## src/rtl/bidr_pkg.sv

```systemverilog
// Shared constants, codes and controller/datapath interface types for the id remap table.
package bidr_pkg;

    localparam int USER_ENTRIES  = 64;
    localparam int GROUP_ENTRIES = 64;

    localparam int UAW = (USER_ENTRIES > 1) ? $clog2(USER_ENTRIES) : 1;
    localparam int GAW = (GROUP_ENTRIES > 1) ? $clog2(GROUP_ENTRIES) : 1;
    localparam int UCW = $clog2(USER_ENTRIES + 1);
    localparam int GCW = $clog2(GROUP_ENTRIES + 1);
    localparam int SCW = (UCW > GCW) ? UCW : GCW;

    localparam logic [31:0] NULL_ID = 32'hFFFF_FFFF;

    typedef enum logic [2:0] {
        ACT_ADD_USER  = 3'd0,
        ACT_ADD_GROUP = 3'd1,
        ACT_MAP_FWD   = 3'd2,
        ACT_MAP_BWD   = 3'd3,
        ACT_CLEAR     = 3'd4
    } t_action;

    typedef enum logic [1:0] {
        ST_OK       = 2'd0,
        ST_NOTFOUND = 2'd1,
        ST_FULL     = 2'd2
    } t_status;

    typedef struct packed {
        logic [31:0] host;
        logic [31:0] fs;
    } t_pair;

    typedef struct packed {
        logic    load;
        logic    map;
        logic    fwd;
        logic    wr_user;
        logic    wr_group;
        logic    clear;
        logic    scan_start;
        logic    scan_grp;
        logic    publish;
        t_status code;
    } t_dp_cmd;

    typedef struct packed {
        logic a_null;
        logic b_null;
        logic user_full;
        logic group_full;
        logic done;
        logic hit;
        logic out_free;
    } t_dp_sts;

endpackage

```

## src/rtl/bidr_ctrl.sv

```systemverilog
// Controller state machine that sequences adds, clears and the two table scans of a request.
module bidr_ctrl (
    input  logic               i_clk,
    input  logic               i_rst_n,
    input  logic               i_in_valid,
    input  logic [2:0]         i_action,
    input  logic               i_cfg_we,
    input  logic               i_cfg_data,
    input  bidr_pkg::t_dp_sts  i_sts,
    output logic               o_in_stall,
    output bidr_pkg::t_dp_cmd  o_cmd
);

    typedef enum logic [2:0] {
        S_IDLE,
        S_EXEC,
        S_USCAN,
        S_GCHK,
        S_GSCAN,
        S_FIN
    } t_state;

    t_state            r_state, n_state;
    bidr_pkg::t_action r_act;
    bidr_pkg::t_status r_code, n_code;
    logic              r_allow;
    bidr_pkg::t_action in_act;

    assign in_act     = bidr_pkg::t_action'(i_action);
    assign o_in_stall = (r_state != S_IDLE);

    always_comb begin
        o_cmd      = '0;
        o_cmd.code = r_code;
        n_state    = r_state;
        n_code     = r_code;
        case (r_state)
            S_IDLE: begin
                o_cmd.load = i_in_valid;
                o_cmd.map  = (in_act == bidr_pkg::ACT_MAP_FWD) ||
                             (in_act == bidr_pkg::ACT_MAP_BWD);
                o_cmd.fwd  = (in_act == bidr_pkg::ACT_MAP_FWD);
                if (i_in_valid) begin
                    n_state = S_EXEC;
                    n_code  = bidr_pkg::ST_OK;
                end
            end
            S_EXEC: begin
                n_state = S_FIN;
                case (r_act)
                    bidr_pkg::ACT_ADD_USER: begin
                        if (i_sts.user_full) begin
                            n_code = bidr_pkg::ST_FULL;
                        end else begin
                            o_cmd.wr_user = 1'b1;
                        end
                    end
                    bidr_pkg::ACT_ADD_GROUP: begin
                        if (i_sts.group_full) begin
                            n_code = bidr_pkg::ST_FULL;
                        end else begin
                            o_cmd.wr_group = 1'b1;
                        end
                    end
                    bidr_pkg::ACT_MAP_FWD, bidr_pkg::ACT_MAP_BWD: begin
                        if (i_sts.a_null) begin
                            n_state = S_GCHK;
                        end else begin
                            o_cmd.scan_start = 1'b1;
                            n_state          = S_USCAN;
                        end
                    end
                    bidr_pkg::ACT_CLEAR: begin
                        o_cmd.clear = 1'b1;
                    end
                    default: begin
                        n_state = S_FIN;
                    end
                endcase
            end
            S_USCAN: begin
                if (i_sts.done) begin
                    if (!i_sts.hit && !r_allow) begin
                        n_code  = bidr_pkg::ST_NOTFOUND;
                        n_state = S_FIN;
                    end else begin
                        n_state = S_GCHK;
                    end
                end
            end
            S_GCHK: begin
                if (i_sts.b_null) begin
                    n_state = S_FIN;
                end else begin
                    o_cmd.scan_start = 1'b1;
                    o_cmd.scan_grp   = 1'b1;
                    n_state          = S_GSCAN;
                end
            end
            S_GSCAN: begin
                if (i_sts.done) begin
                    if (!i_sts.hit && !r_allow) begin
                        n_code = bidr_pkg::ST_NOTFOUND;
                    end
                    n_state = S_FIN;
                end
            end
            S_FIN: begin
                if (i_sts.out_free) begin
                    o_cmd.publish = 1'b1;
                    n_state       = S_IDLE;
                end
            end
            default: begin
                n_state = S_IDLE;
            end
        endcase
    end

    always_ff @(posedge i_clk) begin
        if (!i_rst_n) begin
            r_state <= S_IDLE;
            r_code  <= bidr_pkg::ST_OK;
            r_allow <= 1'b0;
            r_act   <= bidr_pkg::ACT_ADD_USER;
        end else begin
            r_state <= n_state;
            r_code  <= n_code;
            if (i_cfg_we) begin
                r_allow <= i_cfg_data;
            end
            if (r_state == S_IDLE && i_in_valid) begin
                r_act <= in_act;
            end
        end
    end

endmodule

```

## config.mk

```make
export PLATFORM = sky130hd
export DESIGN_NAME = bidr_ctrl
export DESIGN_NICKNAME = d
export VERILOG_FILES = /design/src/rtl/bidr_pkg.sv /design/src/rtl/bidr_ctrl.sv
export SDC_FILE = /design/constraint.sdc
export NUM_CORES = 1
export LEC_CHECK = 0
export ABC_AREA = 0
export BUFFER_PORTS_ARGS = -buffer_cell sky130_fd_sc_hd__buf_2
export CELL_PAD_IN_SITES_DETAIL_PLACEMENT = 1
export CELL_PAD_IN_SITES_GLOBAL_PLACEMENT = 1
export CORE_MARGIN = 2
export CORE_UTILIZATION = 33
export DETAILED_ROUTE_END_ITERATION = 8
export PLACE_DENSITY = 0.73
export SYNTH_ARGS = -nofsm -noshare
export SYNTH_HDL_FRONTEND = slang
export SYNTH_SLANG_ARGS = --single-unit
export TNS_END_PERCENT = 30
```

## constraint.sdc

```tcl
create_clock -name i_clk -period 2.05 [get_ports i_clk]
set_clock_uncertainty 0.05 [all_clocks]
set_input_delay 0.615 -clock i_clk [delete_from_list [all_inputs] [get_ports i_clk]]
set_output_delay 0.615 -clock i_clk [all_outputs]
set_load 0.02 [all_outputs]
```

==> reports/results.tsv, run 1 <==
metric	value	unit
reg2reg setup slack	0.46	ns
period utilisation layout	1.03	
Synth Register Bits	9	
top cell family by delay on the critical path	simple AND/OR/NAND/NOR gates	
Mean Syn Cell Area	8.81	µm²
largest family of logic cells by synthesized area	simple AND/OR/NAND/NOR gates	
final wirelength	1680	µm
IO Port Bufs	26	
CP Class	reg2out	
DRT iter0 DRCs	3	
Congestion Overflow GR	0	
commonest cells in the netlist	dfxtp_1, mux2i_1, nand2_1, nor2_1	
I/O pins	27	
WP data required	1.38	ns
Post-Synth Adder-Cell Area	0	
GRT Overall Usage	0.158	
Async S/R FF share, synth	0	
ys flop type	dfxtp_1	
Setup crit start kind	register	
Sink Count	9	
total core area	0.00190	mm²
Post-Synth Simple-Gate Area	0.363	
initial antenna violation count	0	
critical path, cell by cell	or3_4, nor3b_4, nor2b_4, buf_6	
diode count	0	
max-slew violations	0	
final setup fails	3	
Die Y	48.4	µm
GP Congestion	0.713	
die area	0.00235	mm²
crit-path max cell delay	0.40	ns
Final Hold Fails	0	
syn_nets	89	
H-tree depth	1	
failing checks	negative setup slack	
xor/xnor share of the synthesized area	0.0134	
P_leak	0.429	nW
post-synth cell types	32	
sequential share of the synthesized area	0.276	
Starting Density	0.343	
RSZ-0062 raised after global routing	yes	
worst-margin pin slew	0.294	ns
routed vias/inst	4.99	
crit path time final	2.12	ns
Antenna Violating Nets Remaining	0	
PnR worst setup slack	-0.0686	ns
CP Buf/Inv Count	1	
minimum hold slack	0.411	ns
EDFF count, synth	0	
Syn Std Cell Area	652	µm²
Crit. End Element	output port	
Area contributors post-synth	dfxtp_1, mux2i_1, nor3b_1	
Inserted Clock Buffers	3	
Rows	16	
compound-gate portion of the synthesized area	0.136	
first-pass GRT wire length	2890	µm
CP max stage cell	or3_4	
share of the synthesized area in the top cell type	0.276	
CTS tree	built	
via count	668	
worst skew pair latency	0.27	ns
post-synthesis mux area share	0.138	
Yosys warning count	0	
Worst Path Max Fanout	2	
Pwr Density	750	mW/mm²
max_cap viols	0	
Post-DP HPWL	1290	µm
P&R area growth vs syn	40.9	%
DR pass1 iterations	4	
Layout fillers	243	
share of cells above drive strength 1	0.467	
die width	48.4	µm
Pwr Total	0.000688	W
crit path DAT	1.45	ns
vias in the first global route	659	
CTS Buffer Depth	2	
Root Buffer	clkbuf_4	
Reg clk slew, reported paths	0.07	ns
normalized max-slew margin	0.799	
largest net degree at the start of global routing	15	
Mapped Cells	74	
cell taking the most area after synthesis	dfxtp_1	
HP Class	reg2reg	
net count reported at finish	123	
post-DR wirelength/cell	12.6	µm
status	finished, violations left	
f_max	472	MHz
# DRC	0	
VDD IR max	0.000370	V
==> report_power, final <==
group | internal (W) | total (W) | switching, W
logic | 0.000161 | 0.000327 | 0.000166
clock network | 0.0000754 | 0.000145 | 0.0000700
registers | 0.000197 | 0.000216 | 0.0000186
==> metal layers <==
layer	global-route usage	up-vias	part of all wire
li1	-	330	-
met1	0.184	314	0.43
met2	0.271	19	0.50
met3	0.0309	5	0.053
met4	0.0857	0	0.022
met5	0	-	0
==> final timing paths <==
check,from,endpoint,cells after the start
worst max-delay path,r_state[1]$_SDFFE_PN0P_,o_cmd[8],4
worst min-delay path,r_code[1]$_SDFFE_PN0P_,r_code[1]$_SDFFE_PN0P_,2
worst max register to register,r_state[1]$_SDFFE_PN0P_,r_state[0]$_SDFFE_PN0P_,5
worst min register to register,r_code[1]$_SDFFE_PN0P_,r_code[1]$_SDFFE_PN0P_,2
==> state kept, by name (all words and copies together), names as in the netlist <==
signal	cells
r_act	3
r_state	3
r_code	2
r_allow	1
==> metrics by stage <==
step / setup slack [ns] / cells / TNS [ns] / util / cell area [µm²]
4_1_cts: -0.0828 / 134 / -0.215 / 0.474 / 901
3_3_place_gp: 0.153 / 129 / 0 / 0.439 / 836
5_1_grt: -0.123 / 134 / -0.384 / 0.483 / 918
6_report: -0.0686 / 134 / -0.101 / 0.483 / 918
2_1_floorplan: -0.0124 / 74 / -0.0124 / - / 671
3_5_place_dp: 0.135 / 129 / 0 / 0.439 / 836
==> cells by family (layout without fill, tap and decap cells) <==
| kind of cell | count (synthesis) | in the layout |
|---|---|---|
| XOR/XNOR | 1 | 1 |
| flip-flops | 9 | 9 |
| buffers and inverters | 5 | 38 |
| AO/OA/AOI/OAI | 11 | 11 |
| AND/OR/NAND/NOR | 39 | 39 |
| multiplexers | 9 | 9 |
==> area by class of cell <==
cell class | instances | area (µm²) | area share
Tap cell | 27 | 33.8 | 0.0368
Multi-Input combinational cell | 60 | 462 | 0.503
Sequential cell | 9 | 183 | 0.199
Timing Repair Buffer | 33 | 210 | 0.229
Inverter | 1 | 3.75 | 0.00409
Clock buffer | 4 | 26.3 | 0.0286
==> layout by cell type, fill, tap and decap left out, drive strengths merged <==
cell    count
a21oi       1
nor2        8
and2        1
nor3        3
and3b       1
a21boi      1
or2b        2
inv         1
a21o        2
xnor2       1
and3        1
o21ai       1
a211oi      1
a31oi       1
nor2b       5
nor3b       6
clkbuf      4
a32o        1
and4b       1
dfxtp       9
nand2       9
or4b        1
buf        33
o22a        1
o211a       1
o22ai       1
mux2i       9
or3         1
==> what timing repair did <==
action | in CTS | in global routing
cloned | 0 | 0
endpoints found under the setup margin | 5 | 6
setup buffers | 1 | 0
pin swaps | 3 | 0
hold buffers | 0 | 0
resized for setup | 9 | 6
hold endpoints to repair | 0 | 0
==> worst register-to-register path, cell delays in order (launching register included) <==
cell	delay, ns
dfxtp_1	0.31
buf_4	0.18
or4b_1	0.50
a31oi_1	0.18
o22ai_1	0.10
and2_1	0.15
Power figures use the tool's default switching activity.
==> run 2, diff against run 1 <==
==> constraint.sdc (replaced) <==
create_clock -name i_clk -period 2.19 [get_ports i_clk]
set_clock_uncertainty 0.05 [all_clocks]
set_input_delay 0.657 -clock i_clk [delete_from_list [all_inputs] [get_ports i_clk]]
set_output_delay 0.657 -clock i_clk [all_outputs]
set_load 0.005 [all_outputs]
==> run 2 against run 1 <==
Net effect:
- the run now ends clean
- sequential power decreased by 6%
- setup slack improved by 0.11 ns
- sequential cell count unchanged
- register-to-register slack improved by 0.11 ns
- clock power decreased by 8%
- global-route usage increased by 0.68 points
- first-iteration DRC count increased by 100%
- wire length increased by 9.3%
- die area unchanged
- via count decreased by 0.30%
==> reports/results.tsv, run 2 (same netlist as run 1, synthesis figures left out) <==
metric	value	unit
status	finished clean	
worst hold start	r_code[1]$_SDFFE_PN0P_	
Antenna Violating Nets Remaining	0	
GR Util met3	0.0278	
PnR worst setup slack	0.0427	ns
share of cells above drive strength 1	0.419	
DR pass1 iterations	4	
Final Hold Fails	0	
max_cap viols	0	
initial antenna violation count	0	
critical path, cell by cell	nor3b_2, nand2_1, nor3b_1, buf_2	
end of the worst register-to-register path	r_state[0]$_SDFFE_PN0P_	
worst skew pair latency	0.26	ns
diode count	0	
HP Class	reg2reg	
CP Class	reg2out	
most frequent cells in the layout	buf_2, nand2_1, mux2i_1	
crit path DAT	1.44	ns
Setup crit start kind	register	
worst-margin pin slew	0.360	ns
Most Used Layer, Global Route	met2	
M2 GR Usage	0.280	
crit-path max cell delay	0.38	ns
Pwr Density	688	mW/mm²
final wirelength	1840	µm
P_leak	0.409	nW
crit path time final	2.15	ns
# DRC	0	
most common cell after layout, fill and taps aside	buf_2	
RSZ-0062 raised after global routing	yes	
total core area	0.00190	mm²
routed vias/inst	5.05	
Starting Density	0.343	
normalized max-slew margin	0.759	
RR Startpoint	r_state[1]$_SDFFE_PN0P_	
Worst Path Max Fanout	5	
via count	666	
die width	48.4	µm
dpl cells	126	
largest net degree at the start of global routing	14	
Hold Path Depth	2	
R2R depth	5	
fin area	845	µm²
GRT Overall Usage	0.164	
period utilisation layout	0.980	
CTS Buffer Depth	2	
Post-DP HPWL	1360	µm
DRT iter0 DRCs	6	
Rows	16	
dpl cell area	795	µm²
top cell family by delay on the critical path	simple AND/OR/NAND/NOR gates	
final setup fails	0	
WP data required	1.48	ns
VDD IR max	0.000300	V
hold worst-path end	r_code[1]$_SDFFE_PN0P_	
GP Congestion	0.742	
CP Buf/Inv Count	1	
Die Y	48.4	µm
worst slack, placed	0.184	ns
Pwr Total	0.000581	W
Finished Layout Cells	132	
P&R area growth vs syn	29.6	%
die area	0.00235	mm²
final core utilization	0.444	
Congestion Overflow GR	0	
Inserted Clock Buffers	3	
vias in the first global route	669	
Reg clk slew, reported paths	0.07	ns
Root Buffer	clkbuf_4	
H-tree depth	1	
f_max	466	MHz
max-slew violations	0	
first-pass GRT wire length	3020	µm
IO Port Bufs	26	
Crit. End Element	output port	
Regs by FF count	r_act x3, r_state x3, r_code x2	
I/O pins	27	
GR Layer Usage met1	0.197	
reg2reg setup slack	0.57	ns
net count reported at finish	121	
Sink Count	9	
post-DR wirelength/cell	13.9	µm
CTS tree	built	
CP max stage cell	dfxtp_1	
[run 2: cell count changes in the layout (fill, tap and decap cells not counted), sizes merged]
cell / previous run / this run
buf: 33 / 31
[run 2: layout make-up]
type	count	area, µm²
clock buffer	4	26.3
fill	241	1060
inverter	1	3.75
multi-input combinational	60	432
sequential	9	181
tap	27	33.8
timing repair buffer	31	168
[run 2: metal layers]
| layer | vias up | wire length (µm) |
|---|---|---|
| li1 | 327 | - |
| met1 | 317 | 792 |
| met2 | 16 | 944 |
| met3 | 6 | 52 |
| met4 | 0 | 49 |
| met5 | - | 0 |
[run 2: power by group]
| group | total (W) | switching, W | internal (W) |
|---|---|---|---|
| logic | 0.000245 | 0.000122 | 0.000123 |
| registers | 0.000204 | 0.0000202 | 0.000183 |
| clock network | 0.000133 | 0.0000624 | 0.0000703 |
[run 2: worst max-delay path by stage]
stage,start,to,slack [ns],cells after the start
5_1_grt,r_state[0]$_SDFFE_PN0P_,o_cmd[7],-0.06,4
6_report,r_state[0]$_SDFFE_PN0P_,o_cmd[6],0.04,4
2_1_floorplan,r_state[1]$_SDFFE_PN0P_,o_cmd[8],0.28,3
4_1_cts,r_state[1]$_SDFFE_PN0P_,o_cmd[8],0.008,4
3_5_place_dp,i_action[2],o_cmd[8],0.18,4
3_3_place_gp,i_action[2],o_cmd[8],0.26,4
[run 2: what timing repair did]
item	4_1_cts	5_1_grt
endpoints found under the hold margin	0	0
setup buffers	2	0
resized for setup	2	1
hold buffers	0	0
setup endpoints to repair	1	4
pin swaps	2	1
[run 2: stage by stage]
| stage | setup TNS [ns] | hold WS, ns |
|---|---|---|
| after global placement | 0 | 0.393 |
| after floorplan | 0 | 0.401 |
| after CTS | 0 | 0.416 |
| after global routing | -0.153 | 0.437 |
| final | 0 | 0.410 |
| after detailed placement | 0 | 0.401 |
[run 2: worst register-to-register path, cell delays in order, from the launching register on]
cell     delay [ns]
dfxtp_2        0.34
buf_4          0.17
or4b_1         0.51
a31oi_1        0.19
o22ai_1        0.11
and2_1         0.16
==> run 3, diff against run 2 <==
--- a/config.mk
+++ b/config.mk
@@ -12,7 +12,8 @@
 export CORE_MARGIN = 2
 export CORE_UTILIZATION = 33
 export DETAILED_ROUTE_END_ITERATION = 8
-export PLACE_DENSITY = 0.73
+export HOLD_SLACK_MARGIN = 0.12
+export PLACE_DENSITY = 0.74
 export SYNTH_ARGS = -nofsm -noshare
 export SYNTH_HDL_FRONTEND = slang
 export SYNTH_SLANG_ARGS = --single-unit
==> constraint.sdc (replaced) <==
create_clock -name i_clk -period 2.4 [get_ports i_clk]
set_clock_uncertainty 0.05 [all_clocks]
set_input_delay 0.72 -clock i_clk [delete_from_list [all_inputs] [get_ports i_clk]]
set_output_delay 0.72 -clock i_clk [all_outputs]
set_load 0.005 [all_outputs]
==> run 3 against run 2 <==
Net effect:
- core utilization down 0.26 points
- via count decreased by 3.6%
- global-route usage fell by 1.3 points
- power down 10%
- critical path type unchanged
- sequential share of layout area about the same
- clock-buffer cell count stayed put
==> reports/results.tsv, run 3 (same netlist as run 1, synthesis figures left out) <==
metric	value	unit
status	finished clean	
Reg clk slew, reported paths	0.07	ns
Post-CTS Resized	0	
DR pass1 iterations	4	
Setup crit start kind	register	
Crit. End Element	output port	
initial antenna violation count	0	
crit path DAT	1.54	ns
Post-DP HPWL	1360	µm
Layout fillers	239	
Root Buffer	clkbuf_4	
GP Congestion	0.744	
Worst Path Max Fanout	9	
Pwr Total	0.000523	W
max-slew violations	0	
RR Startpoint	r_state[1]$_SDFFE_PN0P_	
die area	0.00235	mm²
P_leak	0.403	nW
die width	48.4	µm
Congestion Overflow GR	0	
share of cells above drive strength 1	0.394	
critical path, cell by cell	or3_4, nor3b_2, nor2b_1, buf_2	
CP max stage cell	or3_4	
largest net degree at the start of global routing	15	
crit-path max cell delay	0.45	ns
vias in the first global route	607	
most common cell after layout, fill and taps aside	buf_2	
normalized max-slew margin	0.817	
I/O pins	27	
Final Hold Fails	0	
routed vias/inst	4.90	
# hold bufs at CTS	0	
max_cap viols	0	
Antenna Violating Nets Remaining	0	
crit path time final	2.31	ns
final setup fails	0	
Sink Count	9	
total core area	0.00190	mm²
diode count	0	
setup TNS	0	ns
CP Class	reg2out	
fin area	840	µm²
H-tree depth	1	
Setup Fix Bufs, Post-CTS	0	
final wirelength	1720	µm
Rows	16	
worst skew pair latency	0.26	ns
WP data required	1.63	ns
final core utilization	0.441	
most frequent cells in the layout	buf_2, nand2_1, mux2i_1, dfxtp_1, nor2_1	
dpl cell area	802	µm²
f_max	433	MHz
CTS Buffer Depth	2	
# DRC	0	
Regs by FF count	r_act x3, r_state x3, r_code x2	
period utilisation layout	0.963	
post-DR wirelength/cell	13.1	µm
Starting Density	0.343	
DRT iter0 DRCs	9	
VDD IR max	0.000272	V
worst hold start	r_code[1]$_SDFFE_PN0P_	
HP Class	reg2reg	
worst-margin pin slew	0.267	ns
GRT Overall Usage	0.152	
via count	642	
CTS tree	built	
Pwr Density	623	mW/mm²
IO Port Bufs	26	
Die Y	48.4	µm
Inserted Clock Buffers	3	
first-pass GRT wire length	2810	µm
P&R area growth vs syn	28.8	%
Reg area	180	µm²
area of the multi-input gates	435	µm²
net count reported at finish	120	
worst setup path startpoint	r_state[0]$_SDFFE_PN0P_	
-- run 3: changes by cell type in the layout (fill, tap and decap cells not counted) --
cell	delta
nor2b_1	+1
dfxtp_2	-1
buf_4	-1
dfxtp_1	+1
nor3b_4	+1
nor2b_2	-1
nor3b_2	-1
-- run 3: worst paths after layout --
check	cells past startpoint	to	slack (ns)
min	2	r_code[1]$_SDFFE_PN0P_	0.41
min reg2reg	2	r_code[1]$_SDFFE_PN0P_	0.41
max	4	o_cmd[8]	0.09
max reg2reg	5	r_state[0]$_SDFFE_PN0P_	0.80
-- run 3: final cells by class --
class,instances,share of cell area
tap,27,0.0402
inverter,1,0.00447
sequential,9,0.215
timing repair buffer,30,0.191
multi-input combinational,60,0.519
clock buffer,4,0.0313
-- run 3: stage by stage --
step                setup slack (ns)  hold slack, ns  cells
finish                        0.0887           0.408    131
CTS                           0.0380           0.413    131
detailed placement             0.324           0.398    127
global route                 -0.0190           0.439    131
global placement               0.344           0.391    127
floorplan                      0.429           0.401     74
-- run 3: where the power goes --
group / switching [W] / internal (W)
sequential: 0.0000212 / 0.000167
clock: 0.0000558 / 0.0000640
combinational: 0.000104 / 0.000110
-- run 3: routing by layer --
metal  wire, µm  global-route usage  up-vias  share of wire
met5          0                   0        -              0
met4         20              0.0571        0          0.012
met3         37              0.0185        2          0.021
met2        899               0.266       15           0.52
met1        764               0.190      299           0.44
li1           -                   -      326              -
-- run 3: critical path: cells and delay by family, from the launching register on --
family	cells	cell delay [ns]
buffers and inverters	1	0.11
and+or+nand+nor	3	0.77
DFF	1	0.39
